File: config.mk
export PLATFORM = sky130hd
export DESIGN_NAME = positional_list_engine_top
export DESIGN_NICKNAME = d
export VERILOG_FILES = /design/src/rtl/core/ple_pkg.sv /design/src/rtl/core/positional_list_engine_top.sv /design/src/rtl/core/ple_dpath.sv /design/src/rtl/core/ple_ctrl.sv
export SDC_FILE = /design/constraint.sdc
export NUM_CORES = 1
export LEC_CHECK = 0
export BUFFER_PORTS_ARGS = -buffer_cell sky130_fd_sc_hd__buf_2
export CAP_MARGIN = 20
export CORE_MARGIN = 2
export CORE_UTILIZATION = 55
export DETAILED_ROUTE_END_ITERATION = 10
export PLACE_DENSITY = 0.85
export SYNTH_ARGS = -nofsm -noshare
export SYNTH_HDL_FRONTEND = slang
export SYNTH_SLANG_ARGS = --single-unit
export TNS_END_PERCENT = 20
File: constraint.sdc
create_clock -name clock -period 5.2 [get_ports clock]
set_clock_uncertainty 0.2 [all_clocks]
set_input_delay 1.04 -clock clock [delete_from_list [all_inputs] [get_ports clock]]
set_output_delay 1.04 -clock clock [all_outputs]
set_load 0.005 [all_outputs]
File: src/rtl/core/ple_pkg.sv
// Shared types and constants for the positional list engine.
`timescale 1ns / 1ps

package ple_pkg;

   localparam int ACT_W = 3;
   localparam int VAL_W = 32;
   localparam int POS_W = 5;
   localparam int ST_W  = 3;

   typedef enum logic [ACT_W-1:0] {
      ACT_INSERT = 3'd0,
      ACT_DELETE = 3'd1,
      ACT_SEARCH = 3'd2,
      ACT_MODIFY = 3'd3,
      ACT_DUMP   = 3'd4
   } action_type;

   typedef enum logic [ST_W-1:0] {
      ST_OK       = 3'd0,
      ST_FULL     = 3'd1,
      ST_EMPTY    = 3'd2,
      ST_BADPOS   = 3'd3,
      ST_NOTFOUND = 3'd4
   } status_type;

   typedef enum logic [2:0] {
      IDX_HOLD   = 3'd0,
      IDX_ZERO   = 3'd1,
      IDX_COUNT  = 3'd2,
      IDX_POS_M1 = 3'd3,
      IDX_INC    = 3'd4,
      IDX_DEC    = 3'd5
   } idx_op_type;

   typedef enum logic [1:0] {
      RD_IDX    = 2'd0,
      RD_IDX_M1 = 2'd1,
      RD_IDX_P1 = 2'd2
   } rd_sel_type;

   typedef enum logic {
      WR_OPERAND = 1'b0,
      WR_READ    = 1'b1
   } wr_sel_type;

   typedef enum logic [1:0] {
      RES_ERR     = 2'd0,
      RES_WRITTEN = 2'd1,
      RES_DELETED = 2'd2,
      RES_DUMP    = 2'd3
   } res_sel_type;

   typedef enum logic [1:0] {
      CNT_HOLD = 2'd0,
      CNT_INC  = 2'd1,
      CNT_DEC  = 2'd2
   } cnt_op_type;

   typedef struct packed {
      logic        load;
      idx_op_type  idx_op;
      logic        rd_en;
      rd_sel_type  rd_sel;
      logic        wr_en;
      wr_sel_type  wr_sel;
      logic        keep;
      cnt_op_type  cnt_op;
      logic        emit;
      res_sel_type res_sel;
      status_type  err_status;
   } cmd_type;

   typedef struct packed {
      logic [ACT_W-1:0] action;
      logic             full;
      logic             empty;
      logic             ins_pos_bad;
      logic             pos_bad;
      logic             idx_above_tgt;
      logic             idx_next_stored;
      logic             idx_last;
      logic             match;
      logic             rsp_free;
   } sts_type;

endpackage

File: src/rtl/core/positional_list_engine_top.sv
// Each input transfer is loaded in S_IDLE and checked in S_CHECK; an error result is then
// registered from S_EMIT_ERR, other results from S_EMIT_VAL, S_EMIT_DEL or S_DUMP_EMIT.
// One item is taken at a time, the next once back in S_IDLE. A shifted entry takes a
// registered read, then a write; a compared or dumped one a read, then a compare or emit.
// Reset is synchronous and clears the count, the controller and the output valid;
// the entry memory is not cleared.
`timescale 1ns / 1ps

module positional_list_engine_top
   import ple_pkg::*;
#(
   parameter int CAPACITY = 16
) (
   input  logic                    clock,
   input  logic                    reset,
   input  logic                    req_valid,
   output logic                    req_stall,
   input  logic [ACT_W-1:0]        req_action,
   input  logic signed [VAL_W-1:0] req_operand_value,
   input  logic [POS_W-1:0]        req_position,
   output logic                    rsp_valid,
   input  logic                    rsp_stall,
   output logic [ST_W-1:0]         rsp_status,
   output logic [POS_W-1:0]        rsp_result_position,
   output logic signed [VAL_W-1:0] rsp_result_value,
   output logic                    rsp_last
);

   cmd_type cmd;
   sts_type sts;

   ple_ctrl u_ctrl (
      .clock     (clock),
      .reset     (reset),
      .req_valid (req_valid),
      .req_stall (req_stall),
      .sts       (sts),
      .cmd       (cmd)
   );

   ple_dpath #(
      .CAPACITY (CAPACITY)
   ) u_dpath (
      .clock               (clock),
      .reset               (reset),
      .req_action          (req_action),
      .req_operand_value   (req_operand_value),
      .req_position        (req_position),
      .cmd                 (cmd),
      .sts                 (sts),
      .rsp_stall           (rsp_stall),
      .rsp_valid           (rsp_valid),
      .rsp_status          (rsp_status),
      .rsp_result_position (rsp_result_position),
      .rsp_result_value    (rsp_result_value),
      .rsp_last            (rsp_last)
   );

   // The block stays busy on the cycle after an input transfer.
   a_busy_after_transfer: assert property (@(posedge clock) disable iff (reset)
      req_valid && !req_stall |=> req_stall)
      else $error("input taken while an item is still in progress");

   a_emit_into_free_slot: assert property (@(posedge clock) disable iff (reset)
      cmd.emit |-> sts.rsp_free)
      else $error("result written over a pending result");

   a_no_growth_when_full: assert property (@(posedge clock) disable iff (reset)
      cmd.cnt_op == CNT_INC |-> !sts.full)
      else $error("entry count grows beyond capacity");

endmodule

File: src/rtl/core/ple_dpath.sv
// Datapath of the positional list engine: entry memory, count, index and result register.
`timescale 1ns / 1ps

module ple_dpath
   import ple_pkg::*;
#(
   parameter int CAPACITY = 16
) (
   input  logic                    clock,
   input  logic                    reset,
   input  logic [ACT_W-1:0]        req_action,
   input  logic signed [VAL_W-1:0] req_operand_value,
   input  logic [POS_W-1:0]        req_position,
   input  cmd_type                 cmd,
   output sts_type                 sts,
   input  logic                    rsp_stall,
   output logic                    rsp_valid,
   output logic [ST_W-1:0]         rsp_status,
   output logic [POS_W-1:0]        rsp_result_position,
   output logic signed [VAL_W-1:0] rsp_result_value,
   output logic                    rsp_last
);

   localparam int CNT_W = $clog2(CAPACITY + 1);
   localparam int IDX_W = $clog2(CAPACITY);
   localparam int CMP_W = (CNT_W > POS_W) ? CNT_W : POS_W;

   logic [ACT_W-1:0]        action_ff;
   logic signed [VAL_W-1:0] operand_ff;
   logic [POS_W-1:0]        pos_ff;
   logic [CNT_W-1:0]        count_ff, count_in;
   logic [CNT_W-1:0]        idx_ff, idx_in;
   logic signed [VAL_W-1:0] rd_data_ff;
   logic signed [VAL_W-1:0] keep_ff;
   logic [VAL_W-1:0]        mem [CAPACITY];

   logic                    rsp_valid_ff, rsp_valid_in;
   status_type              rsp_status_ff, rsp_status_in;
   logic [POS_W-1:0]        rsp_pos_ff, rsp_pos_in;
   logic signed [VAL_W-1:0] rsp_value_ff, rsp_value_in;
   logic                    rsp_last_ff, rsp_last_in;

   logic [CMP_W-1:0]        pos_ext, count_ext, idx_ext, idx_next, tgt;
   logic [IDX_W-1:0]        rd_addr;
   logic [VAL_W-1:0]        wr_data;

   assign pos_ext   = CMP_W'(pos_ff);
   assign count_ext = CMP_W'(count_ff);
   assign idx_ext   = CMP_W'(idx_ff);
   assign idx_next  = idx_ext + CMP_W'(1);
   assign tgt       = (pos_ext > count_ext) ? count_ext : pos_ext - CMP_W'(1);

   assign sts.action          = action_ff;
   assign sts.full            = (count_ext == CMP_W'(CAPACITY));
   assign sts.empty           = (count_ff == '0);
   assign sts.ins_pos_bad     = (pos_ff == '0) || (pos_ext > CMP_W'(CAPACITY));
   assign sts.pos_bad         = (pos_ff == '0) || (pos_ext > count_ext);
   assign sts.idx_above_tgt   = (idx_ext > tgt);
   assign sts.idx_next_stored = (idx_next < count_ext);
   assign sts.idx_last        = (idx_next == count_ext);
   assign sts.match           = (rd_data_ff == operand_ff);
   assign sts.rsp_free        = !rsp_valid_ff || !rsp_stall;

   always_comb begin
      unique case (cmd.idx_op)
         IDX_HOLD:   idx_in = idx_ff;
         IDX_ZERO:   idx_in = '0;
         IDX_COUNT:  idx_in = count_ff;
         IDX_POS_M1: idx_in = CNT_W'(pos_ext - CMP_W'(1));
         IDX_INC:    idx_in = CNT_W'(idx_next);
         IDX_DEC:    idx_in = idx_ff - CNT_W'(1);
         default:    idx_in = idx_ff;
      endcase
   end

   always_comb begin
      unique case (cmd.rd_sel)
         RD_IDX:    rd_addr = idx_ff[IDX_W-1:0];
         RD_IDX_M1: rd_addr = IDX_W'(idx_ff - CNT_W'(1));
         RD_IDX_P1: rd_addr = IDX_W'(idx_next);
         default:   rd_addr = idx_ff[IDX_W-1:0];
      endcase
   end

   assign wr_data = (cmd.wr_sel == WR_READ) ? rd_data_ff : operand_ff;

   always_comb begin
      unique case (cmd.cnt_op)
         CNT_HOLD: count_in = count_ff;
         CNT_INC:  count_in = count_ff + CNT_W'(1);
         CNT_DEC:  count_in = count_ff - CNT_W'(1);
         default:  count_in = count_ff;
      endcase
   end

   always_comb begin
      rsp_valid_in  = rsp_valid_ff && rsp_stall;
      rsp_status_in = rsp_status_ff;
      rsp_pos_in    = rsp_pos_ff;
      rsp_value_in  = rsp_value_ff;
      rsp_last_in   = rsp_last_ff;
      if (cmd.emit) begin
         rsp_valid_in = 1'b1;
         unique case (cmd.res_sel)
            RES_ERR: begin
               rsp_status_in = cmd.err_status;
               rsp_pos_in    = '0;
               rsp_value_in  = '0;
               rsp_last_in   = 1'b1;
            end
            RES_WRITTEN: begin
               rsp_status_in = ST_OK;
               rsp_pos_in    = POS_W'(idx_next);
               rsp_value_in  = operand_ff;
               rsp_last_in   = 1'b1;
            end
            RES_DELETED: begin
               rsp_status_in = ST_OK;
               rsp_pos_in    = pos_ff;
               rsp_value_in  = keep_ff;
               rsp_last_in   = 1'b1;
            end
            RES_DUMP: begin
               rsp_status_in = ST_OK;
               rsp_pos_in    = POS_W'(idx_next);
               rsp_value_in  = rd_data_ff;
               rsp_last_in   = sts.idx_last;
            end
         endcase
      end
   end

   always_ff @(posedge clock) begin
      if (reset) begin
         count_ff     <= '0;
         rsp_valid_ff <= 1'b0;
      end else begin
         count_ff     <= count_in;
         rsp_valid_ff <= rsp_valid_in;
      end
      idx_ff        <= idx_in;
      rsp_status_ff <= rsp_status_in;
      rsp_pos_ff    <= rsp_pos_in;
      rsp_value_ff  <= rsp_value_in;
      rsp_last_ff   <= rsp_last_in;
      if (cmd.load) begin
         action_ff  <= req_action;
         operand_ff <= req_operand_value;
         pos_ff     <= req_position;
      end
      if (cmd.keep) begin
         keep_ff <= rd_data_ff;
      end
   end

   always_ff @(posedge clock) begin
      if (cmd.wr_en) begin
         mem[idx_ff[IDX_W-1:0]] <= wr_data;
      end
      if (cmd.rd_en) begin
         rd_data_ff <= mem[rd_addr];
      end
   end

   assign rsp_valid           = rsp_valid_ff;
   assign rsp_status          = rsp_status_ff;
   assign rsp_result_position = rsp_pos_ff;
   assign rsp_result_value    = rsp_value_ff;
   assign rsp_last            = rsp_last_ff;

endmodule

File: src/rtl/core/ple_ctrl.sv
// Controller state machine of the positional list engine.
`timescale 1ns / 1ps

module ple_ctrl
   import ple_pkg::*;
(
   input  logic    clock,
   input  logic    reset,
   input  logic    req_valid,
   output logic    req_stall,
   input  sts_type sts,
   output cmd_type cmd
);

   typedef enum logic [15:0] {
      S_IDLE      = 16'h0001,
      S_CHECK     = 16'h0002,
      S_INS_RD    = 16'h0004,
      S_INS_WR    = 16'h0008,
      S_MOD_WR    = 16'h0010,
      S_DEL_RD0   = 16'h0020,
      S_DEL_KEEP  = 16'h0040,
      S_DEL_RD    = 16'h0080,
      S_DEL_WR    = 16'h0100,
      S_SRCH_RD   = 16'h0200,
      S_SRCH_CMP  = 16'h0400,
      S_DUMP_RD   = 16'h0800,
      S_DUMP_EMIT = 16'h1000,
      S_EMIT_VAL  = 16'h2000,
      S_EMIT_DEL  = 16'h4000,
      S_EMIT_ERR  = 16'h8000
   } state_type;

   state_type  state_ff, state_in;
   status_type err_ff, err_in;

   assign req_stall = reset || (state_ff != S_IDLE);

   always_comb begin
      cmd            = '0;
      cmd.err_status = err_ff;
      state_in       = state_ff;
      err_in         = err_ff;
      unique case (state_ff)
         S_IDLE: begin
            if (req_valid && !req_stall) begin
               cmd.load = 1'b1;
               state_in = S_CHECK;
            end
         end
         S_CHECK: begin
            unique case (sts.action)
               ACT_INSERT: begin
                  priority if (sts.full) begin
                     err_in   = ST_FULL;
                     state_in = S_EMIT_ERR;
                  end else if (sts.ins_pos_bad) begin
                     err_in   = ST_BADPOS;
                     state_in = S_EMIT_ERR;
                  end else begin
                     cmd.idx_op = IDX_COUNT;
                     state_in   = S_INS_RD;
                  end
               end
               ACT_DELETE: begin
                  priority if (sts.empty) begin
                     err_in   = ST_EMPTY;
                     state_in = S_EMIT_ERR;
                  end else if (sts.pos_bad) begin
                     err_in   = ST_BADPOS;
                     state_in = S_EMIT_ERR;
                  end else begin
                     cmd.idx_op = IDX_POS_M1;
                     state_in   = S_DEL_RD0;
                  end
               end
               ACT_SEARCH: begin
                  if (sts.empty) begin
                     err_in   = ST_NOTFOUND;
                     state_in = S_EMIT_ERR;
                  end else begin
                     cmd.idx_op = IDX_ZERO;
                     state_in   = S_SRCH_RD;
                  end
               end
               ACT_MODIFY: begin
                  if (sts.pos_bad) begin
                     err_in   = ST_BADPOS;
                     state_in = S_EMIT_ERR;
                  end else begin
                     cmd.idx_op = IDX_POS_M1;
                     state_in   = S_MOD_WR;
                  end
               end
               ACT_DUMP: begin
                  if (sts.empty) begin
                     err_in   = ST_EMPTY;
                     state_in = S_EMIT_ERR;
                  end else begin
                     cmd.idx_op = IDX_ZERO;
                     state_in   = S_DUMP_RD;
                  end
               end
               default: state_in = S_IDLE;
            endcase
         end
         S_INS_RD: begin
            if (sts.idx_above_tgt) begin
               cmd.rd_en  = 1'b1;
               cmd.rd_sel = RD_IDX_M1;
               state_in   = S_INS_WR;
            end else begin
               cmd.wr_en  = 1'b1;
               cmd.wr_sel = WR_OPERAND;
               cmd.cnt_op = CNT_INC;
               state_in   = S_EMIT_VAL;
            end
         end
         S_INS_WR: begin
            cmd.wr_en  = 1'b1;
            cmd.wr_sel = WR_READ;
            cmd.idx_op = IDX_DEC;
            state_in   = S_INS_RD;
         end
         S_MOD_WR: begin
            cmd.wr_en  = 1'b1;
            cmd.wr_sel = WR_OPERAND;
            state_in   = S_EMIT_VAL;
         end
         S_DEL_RD0: begin
            cmd.rd_en  = 1'b1;
            cmd.rd_sel = RD_IDX;
            state_in   = S_DEL_KEEP;
         end
         S_DEL_KEEP: begin
            cmd.keep = 1'b1;
            state_in = S_DEL_RD;
         end
         S_DEL_RD: begin
            if (sts.idx_next_stored) begin
               cmd.rd_en  = 1'b1;
               cmd.rd_sel = RD_IDX_P1;
               state_in   = S_DEL_WR;
            end else begin
               state_in = S_EMIT_DEL;
            end
         end
         S_DEL_WR: begin
            cmd.wr_en  = 1'b1;
            cmd.wr_sel = WR_READ;
            cmd.idx_op = IDX_INC;
            state_in   = S_DEL_RD;
         end
         S_SRCH_RD: begin
            cmd.rd_en  = 1'b1;
            cmd.rd_sel = RD_IDX;
            state_in   = S_SRCH_CMP;
         end
         S_SRCH_CMP: begin
            priority if (sts.match) begin
               state_in = S_EMIT_VAL;
            end else if (sts.idx_next_stored) begin
               cmd.idx_op = IDX_INC;
               state_in   = S_SRCH_RD;
            end else begin
               err_in   = ST_NOTFOUND;
               state_in = S_EMIT_ERR;
            end
         end
         S_DUMP_RD: begin
            cmd.rd_en  = 1'b1;
            cmd.rd_sel = RD_IDX;
            state_in   = S_DUMP_EMIT;
         end
         S_DUMP_EMIT: begin
            if (sts.rsp_free) begin
               cmd.emit    = 1'b1;
               cmd.res_sel = RES_DUMP;
               if (sts.idx_last) begin
                  state_in = S_IDLE;
               end else begin
                  cmd.idx_op = IDX_INC;
                  state_in   = S_DUMP_RD;
               end
            end
         end
         S_EMIT_VAL: begin
            if (sts.rsp_free) begin
               cmd.emit    = 1'b1;
               cmd.res_sel = RES_WRITTEN;
               state_in    = S_IDLE;
            end
         end
         S_EMIT_DEL: begin
            if (sts.rsp_free) begin
               cmd.emit    = 1'b1;
               cmd.res_sel = RES_DELETED;
               cmd.cnt_op  = CNT_DEC;
               state_in    = S_IDLE;
            end
         end
         S_EMIT_ERR: begin
            if (sts.rsp_free) begin
               cmd.emit    = 1'b1;
               cmd.res_sel = RES_ERR;
               state_in    = S_IDLE;
            end
         end
         default: state_in = S_IDLE;
      endcase
   end

   always_ff @(posedge clock) begin
      if (reset) begin
         state_ff <= S_IDLE;
      end else begin
         state_ff <= state_in;
      end
      err_ff <= err_in;
   end

endmodule

==> results.json <==
{
  "outcome": "complete, no violations",
  "endpoint_kind": "flip-flop",
  "die_h_microns": 230,
  "hold_viol": 0,
  "drt-total-wl_mm": 74.9,
  "cts_inserted_buffers": 69,
  "synth.distinct_cells": 66,
  "synth_cells": 1531,
  "antenna_found_initial": 1,
  "postCtsHoldBufs": 0,
  "dr_total_vias": 16435,
  "std_cell_rows": 82,
  "place_inst": 2298,
  "dp_slack_ps": 33.3,
  "core-area_sq_um": 50400,
  "seq_area_sq_um": 20400,
  "worst_slew_pin_slew_ps": 981,
  "dp_hpwl_mm": 39.7,
  "power.density_nw_per_um2": 341,
  "ir_worst_vdd_mv": 0.335,
  "htree_num_levels": 3,
  "cp-start-kind": "flip-flop",
  "post_synth.cell_area_avg_sq_um": 18.4,
  "clock-root-buffer": "clkbuf_16",
  "ys_warn_count": 0,
  "firstDrtPassIters": 5,
  "fp.dieArea_sq_um": 53100,
  "setup_viol": 0,
  "clock_latency_ps": 600,
  "crit_path_max_fanout": 11,
  "drive_gt1_share_pct": 29.9,
  "cts_tree": "built",
  "arrival_ps": 5180,
  "vias_per_cell": 6.66,
  "leakage_nw": 10.9,
  "multi_input_area_sq_um": 7620,
  "n_fill_cell": 3081,
  "grt_setup_unrepaired": "yes",
  "synthFlopType": "edfxtp_1",
  "required_ps": 5320,
  "synth_edf_count": 665,
  "grt_usage_pct": 27.2,
  "async_reset_ff_share_pct": 0,
  "port_buffers": 86,
  "hold_class": "reg2reg",
  "drtIter0Drc": 2407,
  "slew_violations": 0,
  "clock.fmax_ghz": 0.197,
  "grt_pass1_vias": 16149,
  "antenna_cells": 0,
  "critPathKind": "reg2reg",
  "grt_overflow": 0,
  "cts.sinks": 687,
  "antenna_left": 0,
  "period_minus_slack_ps": 5070,
  "die_w_microns": 230,
  "nNetsFinal": 1817,
  "initial_utilization_pct": 56.0,
  "clk_transition_reported_paths_ps": 60,
  "fin_crit_sh_pct": 97.4,
  "utilization_pct": 65.5,
  "drc": 0,
  "grt_pass1_wl_mm": 105,
  "ys_ff_latch": 687,
  "clock_path_buffers": 3,
  "instances_no_fill": 2466,
  "grt_start_max_net_pins": 38,
  "finalPower_mw": 11.2,
  "ios": 87,
  "yosysSeqAreaShare_pct": 72.4,
  "layout.cells.most_common": "edfxtp_1",
  "wl_per_cell_microns": 30.4,
  "syn_area_sq_um": 28200,
  "mostFrequentLayoutCells": "665 x edfxtp_1, 128 x mux4_2, 90 x buf_4, 86 x buf_2, 76 x clkbuf_16",
  "synth_fp_nets": 1605,
  "layout_setup_ws_ps": 134,
  "slew_headroom_pct": 34.0,
  "max-cap-violations": 0,
  "syn_to_final_growth_pct": 17.1,
  "routabilityCongestion": 0.888
}
## what timing repair did
item	4_1_cts	5_1_grt
resized for setup	1	40
buffers inserted	0	43
pin swaps	0	8
cloned	0	3
endpoints found under the setup margin	10	32
## state kept, by name (all words and copies together) (netlist names)
| register | flops |
|---|---|
| u_dpath.rsp_status | 3 |
| u_dpath.count_ext | 5 |
| u_dpath.action_ff | 3 |
| u_dpath.rsp_last | 1 |
| u_dpath.mem | 512 |
| u_dpath.rsp_result_value | 32 |
| u_dpath.idx_ext | 5 |
| u_dpath.operand_ff | 32 |
| u_ctrl.err_ff | 3 |
| u_dpath.rsp_result_position | 5 |
| u_dpath.rsp_valid | 1 |
| u_dpath.keep_ff | 32 |
| u_dpath.rd_data_ff | 32 |
| u_dpath.pos_ext | 5 |
| u_ctrl.state_ff | 16 |
## metal layers
layer  wire [microns]  vias to the layer above  track usage [%]
li1                 -                     6608                -
met1            26100                     8276             36.0
met2            37100                     1301             44.0
met3             8200                      248             5.66
met4             3560                        2             12.3
met5                8                        -                0
## layout make-up
cell class | count | share of cell area, %
Tap cell | 672 | 2.55
Clock buffer | 91 | 5.74
Sequential cell | 687 | 61.8
Timing Repair Buffer | 214 | 5.60
Inverter | 24 | 0.273
Multi-Input combinational cell | 747 | 23.1
Clock inverter | 31 | 0.898
## final timing paths
kind                                    start                              end  slack (ps)  depth (start not counted)
max              u_dpath.pos_ext[1]$_DFFE_PP_  u_dpath.rd_data_ff[2]$_DFFE_PP_         130                         23
min          u_dpath.rd_data_ff[14]$_DFFE_PP_    u_dpath.keep_ff[14]$_DFFE_PP_         320                          0
max reg2reg      u_dpath.pos_ext[1]$_DFFE_PP_  u_dpath.rd_data_ff[2]$_DFFE_PP_         130                         23
min reg2reg  u_dpath.rd_data_ff[14]$_DFFE_PP_    u_dpath.keep_ff[14]$_DFFE_PP_         320                          0
## power breakdown
group          switching (mW)  internal, mW
clock network            2.10          2.82
logic                   0.140        0.0731
registers              0.0302          6.07
total                    2.27          8.97
## through the flow
| step | TNS, ps | hold slack [ps] | instance area, sq um |
|---|---|---|---|
| 6_report | 0 | 322 | 33000 |
| 2_1_floorplan | -55660 | 288 | 28200 |
| 4_1_cts | -280 | 323 | 32400 |
| 3_5_place_dp | 0 | 308 | 30200 |
| 5_1_grt | -921 | 343 | 33000 |
| 3_3_place_gp | 0 | 297 | 30200 |
## cells by family after synthesis
family | Yosys count | share of synthesized area (%)
adders and majority gates | 30 | 1.36
DFF | 687 | 72.4
muxes | 234 | 14.1
buffers and inverters | 97 | 1.63
and+or+nand+nor | 249 | 4.92
AOI/OAI and AO/OA | 185 | 4.04
xor gates and xnor gates | 49 | 1.52
## cell usage after synthesis (19+ instances only)
library cell | n | area (sq um)
edfxtp_1 | 665 | 20000
mux4_2 | 128 | 2880
mux2i_1 | 73 | 731
nand2_1 | 62 | 233
a21oi_1 | 60 | 300
nor2b_1 | 42 | 263
nor2_1 | 41 | 154
xnor2_1 | 41 | 359
o21ai_0 | 39 | 195
mux2_2 | 33 | 372
a211oi_1 | 32 | 240
clkbuf_1 | 30 | 113
ha_1 | 29 | 363
buf_2 | 28 | 140
inv_1 | 24 | 90.1
dfxtp_1 | 22 | 440
nor3_1 | 19 | 95.1
## worst max-delay path: stages, from the launching register on
cell	delay [ps]
edfxtp_1	440
ha_1	320
nor2b_1	150
o31ai_2	240
a21oi_2	110
buf_6	150
mux2i_2	160
ha_1	350
o21a_1	140
o21ai_1	70
a21oi_2	180
nand4_1	150
buf_4	180
ha_1	200
nor2_2	110
nor3_2	60
a21oi_4	200
buf_6	140
clkbuf_16	140
buf_12	140
mux4_2	500
nor2b_1	160
a211oi_2	220
a21oi_1	60
Power figures use the tool's default switching activity.
